### config.mk
export PLATFORM = sky130hd
export DESIGN_NAME = arlt_cell
export DESIGN_NICKNAME = d
export VERILOG_FILES = /design/src/arlt_pkg.sv /design/src/arlt_cell.sv
export SDC_FILE = /design/constraint.sdc
export NUM_CORES = 1
export LEC_CHECK = 0
export BUFFER_PORTS_ARGS = -buffer_cell sky130_fd_sc_hd__buf_2
export CORE_ASPECT_RATIO = 0.8
export CORE_MARGIN = 3
export CORE_UTILIZATION = 54
export DETAILED_ROUTE_END_ITERATION = 16
export MAX_ROUTING_LAYER = met4
export PLACE_DENSITY = 0.85
export REMOVE_ABC_BUFFERS = 1
export SLEW_MARGIN = 20
export SYNTH_ARGS = -nofsm -noshare
export SYNTH_HDL_FRONTEND = slang
export SYNTH_SLANG_ARGS = --single-unit
### constraint.sdc
create_clock -name clock -period 9.5 [get_ports clock]
set_input_delay 2.375 -clock clock [delete_from_list [all_inputs] [get_ports clock]]
set_output_delay 2.375 -clock clock [all_outputs]
set_load 0.03 [all_outputs]
### src/arlt_pkg.sv
// Package for the address range lookup table: sizes, operation and register
// codes, payload structs and the token that walks the row of slot cells.
// No dependencies.
package arlt_pkg;

   localparam int SLOT_COUNT = 32;
   localparam int SLOT_IDX_W = (SLOT_COUNT > 1) ? $clog2(SLOT_COUNT) : 1;
   localparam int ADDR_W     = 32;
   localparam int COUNT_W    = 31;

   typedef enum logic [1:0] {
      OP_INSERT = 2'd0,
      OP_REMOVE = 2'd1,
      OP_LOOKUP = 2'd2
   } op_type;

   localparam logic CSR_DEFAULT_ADDR  = 1'b0;
   localparam logic CSR_DEFAULT_COUNT = 1'b1;

   typedef enum logic [1:0] {
      ST_IDLE,
      ST_SCAN,
      ST_DONE
   } state_type;

   typedef struct packed {
      logic [1:0]         op;
      logic [ADDR_W-1:0]  range_start;
      logic [ADDR_W-1:0]  range_end;
      logic [ADDR_W-1:0]  table_address_in;
      logic [COUNT_W-1:0] entry_count_in;
      logic [ADDR_W-1:0]  query_address;
   } req_type;

   typedef struct packed {
      logic [ADDR_W-1:0]  table_address_out;
      logic [COUNT_W-1:0] entry_count_out;
      logic               hit;
      logic               table_full;
   } rsp_type;

   // Operation token handed from cell to cell, one cell per cycle.
   typedef struct packed {
      logic                  valid;
      logic [1:0]            op;
      logic [ADDR_W-1:0]     key;
      logic                  hit;
      logic                  free_found;
      logic [SLOT_IDX_W-1:0] free_idx;
      logic [ADDR_W-1:0]     addr;
      logic [COUNT_W-1:0]    count;
   } token_type;

   // Slot write bus: data for an insert, plus a targeted write to a free slot.
   typedef struct packed {
      logic                  valid;
      logic [SLOT_IDX_W-1:0] idx;
      logic [ADDR_W-1:0]     start;
      logic [ADDR_W-1:0]     limit;
      logic [ADDR_W-1:0]     addr;
      logic [COUNT_W-1:0]    count;
   } wr_type;

endpackage

### src/arlt_cell.sv
// One slot of the range table: holds start, end, table address and count,
// and updates the passing operation token. Depends on arlt_pkg.
module arlt_cell (
   input  logic                            clock,
   input  logic                            reset,
   input  logic [arlt_pkg::SLOT_IDX_W-1:0] cell_idx,
   input  arlt_pkg::wr_type                wr,
   input  arlt_pkg::token_type             tok_in,
   output arlt_pkg::token_type             tok_out
);

   logic [arlt_pkg::ADDR_W-1:0]  start_ff, start_in;
   logic [arlt_pkg::ADDR_W-1:0]  limit_ff;
   logic [arlt_pkg::ADDR_W-1:0]  addr_ff;
   logic [arlt_pkg::COUNT_W-1:0] count_ff;
   arlt_pkg::token_type          tok_ff, tok_in_nxt;
   logic                         data_we;

   always_comb begin
      tok_in_nxt = tok_in;
      start_in   = start_ff;
      data_we    = 1'b0;
      if (tok_in.valid) begin
         case (tok_in.op)
            arlt_pkg::OP_INSERT: begin
               if (start_ff == tok_in.key) begin
                  // replace in place; start stays the same
                  data_we        = 1'b1;
                  tok_in_nxt.hit = 1'b1;
               end else if (start_ff == '0 && !tok_in.free_found) begin
                  tok_in_nxt.free_found = 1'b1;
                  tok_in_nxt.free_idx   = cell_idx;
               end
            end
            arlt_pkg::OP_REMOVE: begin
               if (start_ff == tok_in.key) begin
                  start_in = '0;
               end
            end
            arlt_pkg::OP_LOOKUP: begin
               if (!tok_in.hit && start_ff != '0 && tok_in.key >= start_ff &&
                   tok_in.key < limit_ff) begin
                  tok_in_nxt.hit   = 1'b1;
                  tok_in_nxt.addr  = addr_ff;
                  tok_in_nxt.count = count_ff;
               end
            end
            default: begin
            end
         endcase
      end
      if (wr.valid && wr.idx == cell_idx) begin
         data_we = 1'b1;
      end
      if (data_we) begin
         start_in = wr.start;
      end
   end

   always_ff @(posedge clock) begin
      if (reset) begin
         start_ff     <= '0;
         tok_ff.valid <= 1'b0;
      end else begin
         start_ff <= start_in;
         tok_ff   <= tok_in_nxt;
      end
   end

   always_ff @(posedge clock) begin
      if (data_we) begin
         limit_ff <= wr.limit;
         addr_ff  <= wr.addr;
         count_ff <= wr.count;
      end
   end

   assign tok_out = tok_ff;

endmodule

# [Word-level counts from Yosys, hierarchy flattened]
# Cells that the tools add are included.
[totals] regBits=232 in_bits=245 out_inout_bits=105 word_cells=49
[classes] magnitude_cmp=2 n_eq_ne=4 muxes=17 reduce_logical=14
[op_table] op="$mux W32" n=4
[op_table] op="$mux W63" n=2
[op_table] op="$mux W70" n=1
[op_table] op="$eq A32 B32 Y1" n=1
[op_table] op="$ge A32 B32 Y1" n=1
[op_table] op="$logic_not A32 Y1" n=1
[op_table] op="$lt A32 B32 Y1" n=1
[op_table] op="$reduce_bool A32 Y1" n=1
[op_table] op="$mux W6" n=3
[op_table] op="$mux W1" n=6
[op_table] op="$reduce_bool A2 Y1" n=3
[op_table] op="$eq A5 B5 Y1" n=1
[op_table] op="$logic_and A1 B1 Y1" n=5
[op_table] op="$reduce_and A3 Y1" n=1
[op_table] op="$eq A2 B1 Y1 const B" n=1
[op_table] op="$eq A2 B2 Y1 const B" n=1
[op_table] op="$logic_not A1 Y1" n=2
[op_table] op="$logic_not A2 Y1" n=1
[op_table] op="$pmux W1 S2" n=1

# [Logic depth before layout (Yosys ltp)]
# Gate-level depths: netlist (run 1).
[depth] ltp_word=7 mapped_depth=11

# [Least setup slack after synthesis (run 1)]
# OpenSTA, ideal clock, no wires.
[synth_timing] path_kind="in2reg" startpoint="input port tok_in[97] in the netlist's numbering" endpoint="register start_ff[21] in the netlist's numbering" arrival_ps=5271 path_slack_ps=4159 cell_stages=8 path_cell_list="ha_1 nand4_2 nor4_4 nand3_1 o31ai_2 buf_2 a22oi_1 nor2_1"
[synth_between] elab_chain_cells=7 elab_cells_between_ends=10 cone_classes="eq/ne: 1; mux: 5; reduce/logical: 4"
[synth_lines] item="from (decl)" line_no="arlt_cell.sv:8" rtl="input arlt_pkg::token_type tok_in,"
[synth_lines] item="$eq A32 B32 Y1 *" line_no="arlt_cell.sv:26, arlt_cell.sv:36"
[synth_lines] item="$mux W1" line_no="arlt_cell.sv:26" rtl="if (start_ff == tok_in.key) begin"
[synth_lines] item="$mux W1" line_no="arlt_cell.sv:24" rtl="case (tok_in.op)"
[synth_lines] item="$mux W1" line_no="arlt_cell.sv:23" rtl="if (tok_in.valid) begin"
[synth_lines] item="$mux W1" line_no="arlt_cell.sv:52" rtl="if (wr.valid && wr.idx == cell_idx) begin"
[synth_lines] item="$reduce_bool A2 Y1 (no source line)"
[synth_lines] item="$reduce_and A3 Y1 (no source line)"
[synth_lines] item="to (signal assigned)" line_no="arlt_cell.sv:65" rtl="start_ff <= start_in;"
[synth_lines] item="to (decl)" line_no="arlt_cell.sv:12" rtl="logic [arlt_pkg::ADDR_W-1:0] start_ff, start_in;"
# Mark *: on every way between the ends. The rest lies on a longest branch, timed or not.
# A chain may end at the register's enable or synchronous reset.

==> results.ini, run 1 <==
[floorplanning]
chipHeight_um=128
fp.coreArea_um2=17700
std_cell_rows=43
fp.dieArea_um2=20200
die_w_um=158
ios=350
initial_core_util_pct=56.4

[placed_design]
dp.cells=1198
routabilityCongestion=0.814
placed_area_um2=11900
port_buffers=349
dpl.hpwl_um=18700
pre_cts_ws_ns=3.58

[synthesis]
yosysTopAreaCell=edfxtp_1
post_synth.cell_area_avg_um2=15.7
ys.flop_type=edfxtp_1
yosys_register_bits=232
synth_cell_type_count=44
syn_inst=637
synth_top_cell_area_share_pct=59.9
synthesis.area_um2=9980
yosysSeqAreaShare_pct=66.5
yosys_warnings=0
synthTopCellsByArea=edfxtp_1, mux2_4, ha_1, dfxtp_1, inv_1
async_reset_ff_share_pct=0
synth-edff-count=199

[setup_path]
cp-end-kind=flip-flop
path_max_fanout=60
setup.worst_path.start_class=input pin
cp.arrival_ns=5.66
startpoint=tok_in[91]
worst-r2r-cell-count=10
cp-endpoint=tok_out[1]
r2r_slack_ns=5.71
reg2reg_to=tok_out[1]
worst_ep_required_time_ns=9.75
crit_type=in -> reg
r2r-start=start_ff[31]

[drt]
dr_total_vias=6692
firstDrtPassIters=5
via_per_inst=5.35
drc_errors=0
drt-total-wl_um=25100
wire_per_inst_um=20.1
ant_nets=0
first_iter_violations=427

[global_routing]
overflow=0
grt_pass1_vias=6810
grt_pass1_wl_um=36900
grt_use_total_pct=24.7
antenna_found_initial=11
grt_start_max_net_pins=67

[timing]
fin_crit_sh_pct=56.9
maxSlewHeadroom_pct=26.6
hold_viol=0
drv_slew=0
holdWs_ns=0.530
min_period_ns=5.41
layout_setup_ws_ns=4.09
finalSetupViolCount=0
setup_tns_ns=0
worst_clock_skew_ns=0.0139
fmax_mhz=185
rsz0062_at_grt=no
tightest_slew_ns=1.10

[power]
powerDensity_nw_per_um2=178
power_leakage_nw=5.34
peakVddDrop_mv=0.151
finalPower_mw=2.25

[run]
maxCapViolCount=0

[finish]
design_area_um2=12600
nets=1306
stdcell_count=1251
area_growth_pct=26.3
final_util_pct=71.2
drive_gt1_share_pct=45.9

[clocking]
cts_tree=yes
hold_buffers=0
clock_path_buffers=3
cts_root_buf=clkbuf_16
cts_resized=0
cts_setup_buffers=0
clkSlewWorstSetupHoldPaths_ns=0.06
cts_max_level=1
cts.sink_count=232
numCtsBuffers=23
clock_latency_ns=0.51

[run_status]
status=finished clean

[worst_hold_path]
hold_path_class=reg -> reg
min_from=start_ff[21]

## cells in the mapped netlist (10+ instances only)
library cell and number:
edfxtp_1 199, inv_1 67, ha_1 63, mux2_4 60
nor2_1 41, dfxtp_1 33, a22oi_1 32, a21oi_1 23
nand2_1 16, nor4_1 11, nand4_1 10
## how the worst min path moves through the flow
stage / to / slack [ns] / cells past startpoint
floorplan: start_ff[10] / 0.49 / 2
global placement: start_ff[21] / 0.51 / 2
detailed placement: start_ff[21] / 0.51 / 2
CTS: start_ff[21] / 0.53 / 2
global route: tok_out[12] / 0.56 / 1
finish: start_ff[21] / 0.53 / 2
## flip-flops by register name, summed over array words and instances, names as in the netlist
| register | flops |
|---|---|
| start_ff | 32 |
| tok_out | 105 |
| limit_ff | 32 |
| addr_ff | 32 |
| count_ff | 31 |
## layout make-up
type | count | area [µm²]
antenna | 12 | 30.0
fill | 1188 | 5090
clock buffer | 27 | 591
clock inverter | 14 | 92.6
multi-input combinational | 320 | 2940
sequential | 232 | 6640
inverter | 67 | 254
tap | 225 | 282
timing repair buffer | 354 | 1780
## worst max-delay path, stage by stage
cell,delay (ns)
buf_2,0.12
ha_1,0.31
a21o_1,0.18
nand3_1,0.08
a21oi_1,0.06
a2111oi_0,0.31
o21ai_0,0.26
nor4b_4,0.55
buf_4,0.91
mux2_2,0.43
## power by group
group          leakage (nW)  total (mW)  internal (mW)  switching [mW]
clock network         0.342       0.842          0.471           0.370
logic                  2.86       0.243         0.0988           0.144
registers              2.14        1.16           1.15          0.0119
## placed cells by master (no fill, tap or decap), drive strengths merged, types with 13 or more instances in the layout
cell type,instances
a21oi,23
a22oi,32
buf,354
clkbuf,27
dfxtp,33
edfxtp,199
ha,63
inv,68
mux2,68
nand2,16
nand4,13
nor2,41
## cells by family (layout without fill, tap and decap cells)
group | Yosys count | after routing | share of synthesized area [%]
compound gates | 86 | 86 | 5.92
xor+xnor | 5 | 5 | 0.439
fa+ha+maj | 63 | 63 | 7.90
buf+inv | 85 | 462 | 4.29
flops | 232 | 232 | 66.5
mux | 68 | 68 | 9.93
other cells | 0 | 12 | 0
simple gates | 98 | 98 | 5.04
## routing by layer
metal  global-route usage, %  wire length (µm)  up-vias
met1                    28.6              9210     3197
met4                    8.19               758        0
met3                    5.93              2100       53
li1                        -                 -     3132
met5                       -                 0        -
met2                    42.7             13100      310
(Power assumes the default switching activity.)
==> inputs of run 2 (changes only) <==
CORE_UTILIZATION = 45   (was 54)
PLACE_DENSITY = 0.76   (was 0.85)
clock period = 4.7 ns   (was 9.5 ns; I/O delays follow)
==> results.ini, run 2 (same netlist as run 1, synthesis figures left out) <==
[floorplanning]
initial_core_util_pct=46.0  ; was 56.4%
chipHeight_um=139  ; was 128 µm
std_cell_rows=48  ; was 43
die_w_um=173  ; was 158 µm
fp.coreArea_um2=21700  ; was 17700 µm²
ios=350  ; unchanged
fp.dieArea_um2=24000  ; was 20200 µm²

[clocking]
cts_setup_buffers=0  ; unchanged
hold_buffers=0  ; unchanged
clkSlewWorstSetupHoldPaths_ns=0.06  ; about the same
cts_max_level=1  ; unchanged
numCtsBuffers=24  ; was 23
cts.sink_count=232  ; unchanged
clock_latency_ns=0.51  ; about the same
cts_tree=yes  ; unchanged
clock_path_buffers=3  ; unchanged
cts_resized=0  ; unchanged
cts_root_buf=clkbuf_16  ; unchanged

[timing]
fin_crit_sh_pct=77.0
hold_viol=0  ; unchanged
fmax_mhz=276
maxSlewHeadroom_pct=47.3  ; was 26.6%
tightest_slew_ns=0.791  ; was 1.10 ns
finalSetupViolCount=0  ; unchanged
min_period_ns=3.62
layout_setup_ws_ns=1.08  ; was 4.09 ns
drv_slew=0  ; unchanged
rsz0062_at_grt=no  ; unchanged
holdWs_ns=0.536  ; was 0.530 ns
worst_clock_skew_ns=0.0122  ; was 0.0139 ns

[setup_path]
crit_family=simple AND/OR/NAND/NOR gates  ; was buffers and inverters
cp_slowest_cell=nor4_4  ; was buf_4
critPathMostFrequentCell=buf_12
max_stage_delay_ns=0.41  ; was 0.91 ns
cp.arrival_ns=3.88  ; was 5.66 ns
crit_type=in -> reg  ; unchanged
worst_ep_required_time_ns=4.96  ; was 9.75 ns
r2r_slack_ns=1.45  ; was 5.71 ns
crit_path_cell_trace=buf_2, ha_1, nand4_2, nor4_4, a221oi_2, o311ai_1, a31oi_1, nor4b_4, buf_12, buf_12, mux2_2  ; was buf_2, ha_1, a21o_1, nand3_1, a21oi_1, a2111oi_0, o21ai_0, nor4b_4, buf_4, mux2_2
setup.worst_path.start_class=input pin  ; unchanged
path_max_fanout=34  ; was 60
crit_buf_inv=3  ; was 2
cp-end-kind=flip-flop  ; unchanged

[run]
maxCapViolCount=0  ; unchanged

[finish]
final_cell_mix=buf_2, edfxtp_1, inv_1, ha_1, mux2_4  ; unchanged
fillers=1687  ; was 1188
final_util_pct=59.3  ; was 71.2%
area_growth_pct=28.8  ; was 26.3%
final_common_cell=buf_2  ; unchanged
largest_register_ffs=105  ; unchanged
drive_gt1_share_pct=46.1  ; was 45.9%
nets=1312  ; was 1306

[drt]
wl_met3_um=1980  ; was 2100 µm
wire_per_inst_um=18.7  ; was 20.1 µm
drt-total-wl_um=24900  ; was 25100 µm
first_iter_violations=372  ; was 427
drc_errors=0  ; unchanged
via_per_inst=4.98  ; was 5.35
firstDrtPassIters=4  ; was 5
dr_total_vias=6630  ; was 6692
topRoutingLayerUsed=met4  ; unchanged
met1_length_um=9640  ; was 9210 µm
ant_nets=0  ; unchanged
route.met2.wl_um=12600  ; was 13100 µm

[global_routing]
grt_pass1_vias=6941  ; was 6810
antenna_found_initial=8  ; was 11
overflow=0  ; unchanged
grt_use_total_pct=20.8  ; was 24.7%
grt_pass1_wl_um=37900  ; was 36900 µm
grt_start_max_net_pins=59  ; was 67

[placed_design]
pre_cts_ws_ns=0.569  ; was 3.58 ns
dpl.hpwl_um=19100  ; was 18700 µm
routabilityCongestion=0.810  ; was 0.814
port_buffers=349  ; unchanged

[worst_hold_path]
hold_path_class=reg -> reg  ; unchanged

[power]
power_leakage_nw=5.42  ; was 5.34 nW
peakVddDrop_mv=0.264  ; was 0.151 mV
powerDensity_nw_per_um2=365  ; was 178 nW/µm²

[run_status]
status=finished clean  ; unchanged

==> run 2: layout make-up <==
class                           count  area, µm²  share of cell area (%)
Sequential cell                   232       6640                    51.6
Multi-Input combinational cell    320       2940                    22.9
Timing Repair Buffer              359       1860                    14.5
Clock buffer                       31        658                    5.12
Tap cell                          300        375                    2.92
Inverter                           67        254                    1.98
Clock inverter                     13        108                   0.837
Antenna cell                        9       22.5                   0.175
==> run 2: path summary, 6_finish.rpt <==
check,startpoint,end,depth (start not counted)
worst max-delay path,tok_in[89],tok_out[1],11
worst min-delay path,start_ff[11],start_ff[11],2
worst max register to register,start_ff[18],tok_out[1],11
worst min register to register,start_ff[11],start_ff[11],2
==> run 2: per-layer routing <==
layer	vias to the layer above	track usage, %
met1	3137	23.7
li1	3153	-
met3	48	6.02
met5	-	-
met4	0	5.80
met2	292	36.1
==> run 2: worst register-to-register path, cell delays in order, from the launching register on <==
cell      delay, ns
dfxtp_1        0.38
inv_1          0.06
ha_1           0.30
nand4_2        0.15
nor4_4         0.41
a221oi_2       0.10
o311ai_1       0.15
a31oi_1        0.15
nor4b_4        0.41
buf_12         0.21
buf_12         0.28
mux2_2         0.40
==> run 2: power by group <==
part | internal [mW] | switching (mW)
Sequential | 2.32 | 0.0215
Clock | 1.09 | 0.756
Combinational | 0.201 | 0.290
Total | 3.62 | 1.07
==> run 2: per-stage QoR <==
step                      area (µm²)  std cells  TNS [ns]  power [mW]
after global placement         12100       1278         0        2.87
final                          12900       1331         0        4.68
after global routing           12800       1330         0        4.85
after floorplan                 9800        619   -642.19        2.66
after detailed placement       12100       1278         0        2.88
after CTS                      12800       1322         0        4.73
==> inputs of run 3 (changes only) <==
clock period = 3 ns   (was 4.7 ns; I/O delays follow)
==> results.ini, run 3 (same netlist as run 1, synthesis figures left out) <==
[run_status]
status=finished clean  ; unchanged

[timing]
worst_clock_skew_ns=0.00980  ; was 0.0122 ns
hold_viol=0  ; unchanged
tightest_slew_ns=0.572  ; was 0.791 ns
maxSlewHeadroom_pct=61.9  ; was 47.3%
drv_slew=0  ; unchanged
fin_crit_sh_pct=97.5
holdWs_ns=0.416  ; was 0.536 ns
finalSetupViolCount=0  ; unchanged
fmax_mhz=342
min_period_ns=2.92

[clocking]
numCtsBuffers=24  ; unchanged
cts_tree=yes  ; unchanged
cts_root_buf=clkbuf_16  ; unchanged
cts.sink_count=232  ; unchanged
cts_max_level=1  ; unchanged
clkSlewWorstSetupHoldPaths_ns=0.06  ; about the same
clock_latency_ns=0.50  ; was 0.51 ns
hold_buffers=0  ; unchanged
clock_path_buffers=3  ; unchanged

[power]
power_leakage_nw=5.76  ; was 5.42 nW
powerDensity_nw_per_um2=542  ; was 365 nW/µm²
peakVddDrop_mv=0.419  ; was 0.264 mV

[floorplanning]
fp.dieArea_um2=24000  ; unchanged
die_w_um=173  ; unchanged
ios=350  ; unchanged
fp.coreArea_um2=21700  ; unchanged
initial_core_util_pct=46.0  ; unchanged
chipHeight_um=139  ; unchanged
std_cell_rows=48  ; unchanged

[setup_path]
reg2reg_to=tok_out[59]  ; was tok_out[1]
path_max_fanout=7  ; was 34
setup.worst_path.start_class=input pin  ; unchanged
cp.arrival_ns=3.18  ; was 3.88 ns
crit_type=in -> reg  ; unchanged
worst_ep_required_time_ns=3.25  ; was 4.96 ns
r2r_slack_ns=0.09  ; was 1.45 ns
worst-r2r-cell-count=12  ; was 11
r2r-start=start_ff[26]  ; was start_ff[18]
cp-end-kind=flip-flop  ; unchanged

[finish]
seq_area_um2=6660  ; was 6640 µm²
area_growth_pct=36.9  ; was 28.8%
nets=1368  ; was 1312
fillers=1624  ; was 1687
multi_input_area_um2=3170  ; was 2940 µm²
final_common_cell=buf_2  ; unchanged
largest_register_ffs=105  ; unchanged
final_cell_mix=buf_2, edfxtp_1, inv_1, mux2_4, buf_4  ; was buf_2, edfxtp_1, inv_1, ha_1, mux2_4
drive_gt1_share_pct=52.2  ; was 46.1%
design_area_um2=13700  ; was 12900 µm²

[placed_design]
routabilityCongestion=0.844  ; was 0.810
port_buffers=349  ; unchanged
dpl.hpwl_um=19600  ; was 19100 µm
placed_area_um2=12500  ; was 12100 µm²

[global_routing]
grt_use_total_pct=21.6  ; was 20.8%
antenna_found_initial=11  ; was 8
grt_pass1_wl_um=39200  ; was 37900 µm
grt_start_max_net_pins=91  ; was 59
overflow=0  ; unchanged
grt_pass1_vias=7105  ; was 6941

[drt]
wire_per_inst_um=18.9  ; was 18.7 µm
drc_errors=0  ; unchanged
ant_nets=0  ; unchanged
dr_total_vias=6893  ; was 6630
first_iter_violations=419  ; was 372
firstDrtPassIters=5  ; was 4
drt-total-wl_um=26300  ; was 24900 µm
via_per_inst=4.96  ; was 4.98

[worst_hold_path]
hold_end=addr_ff[24]  ; was start_ff[11]
hold_path_class=in -> reg  ; was reg -> reg
min_from=wr[55]  ; was start_ff[11]
hold_depth=1  ; was 2

[run]
maxCapViolCount=0  ; unchanged

==> run 3: cell count changes in the layout (fill, tap and decap cells not counted), sizes merged <==
cell	change
buf	+54
inv	+1
diode	+2
clkbuf	+1
clkinvlp	+2
clkinv	-2
==> run 3: through the flow <==
stage	std cells	utilization, %	setup TNS (ns)	worst slack, ns	power, mW
floorplan	619	-	-907.08	-5.11	4.17
global placement	1324	57.6	-53.45	-0.569	4.53
detailed placement	1324	57.6	-55.98	-0.649	4.55
CTS	1371	61.4	0	0.000510	7.45
global route	1389	63.0	-1.59	-0.0443	7.68
finish	1389	63.0	0	0.0755	7.41
==> run 3: routing by layer <==
metal	share of wire, %	global-route usage [%]	vias to the layer above
li1	-	-	3261
met1	39	25.3	3288
met2	51	37.0	297
met3	7.8	5.61	47
met4	2.7	6.27	0
met5	0	-	-
==> run 3: critical path, stage by stage <==
cell,delay (ns)
buf_2,0.13
ha_1,0.31
a21o_1,0.18
nand3_1,0.07
a21oi_1,0.07
a2111oi_1,0.33
o21ai_1,0.23
nor4b_4,0.31
buf_6,0.18
clkbuf_16,0.17
buf_12,0.13
mux2_4,0.31
==> run 3: power breakdown <==
group	internal, mW	switching, mW	total [mW]
clock	1.70	1.19	2.88
sequential	3.64	0.0353	3.68
combinational	0.366	0.481	0.847
==> run 3: final cells by class <==
| class | instances | area share (%) |
|---|---|---|
| clock inverters | 14 | 0.906 |
| inverters | 67 | 1.86 |
| clock buffers | 30 | 4.72 |
| multi-input cells | 320 | 23.2 |
| flip-flops and latches | 232 | 48.7 |
| diodes | 11 | 0.201 |
| well taps | 300 | 2.75 |
| repair buffers | 415 | 17.7 |
==> run 3: how the worst max path moves through the flow <==
stage | start | end | slack (ns)
after global routing | limit_ff[21] | tok_out[59] | -0.04
after detailed placement | tok_in[89] | tok_out[42] | -0.65
after CTS | start_ff[17] | tok_out[46] | 0.0005
after floorplan | tok_in[97] | tok_out[0] | -5.11
final | tok_in[91] | tok_out[59] | 0.08
after global placement | tok_in[89] | tok_out[60] | -0.57
==> run 3: timing repair <==
action | CTS | global route
cloned | 1 | 2
setup endpoints to repair | 59 | 63
pin swaps | 5 | 10
gates resized for setup | 6 | 40
setup buffers | 2 | 5
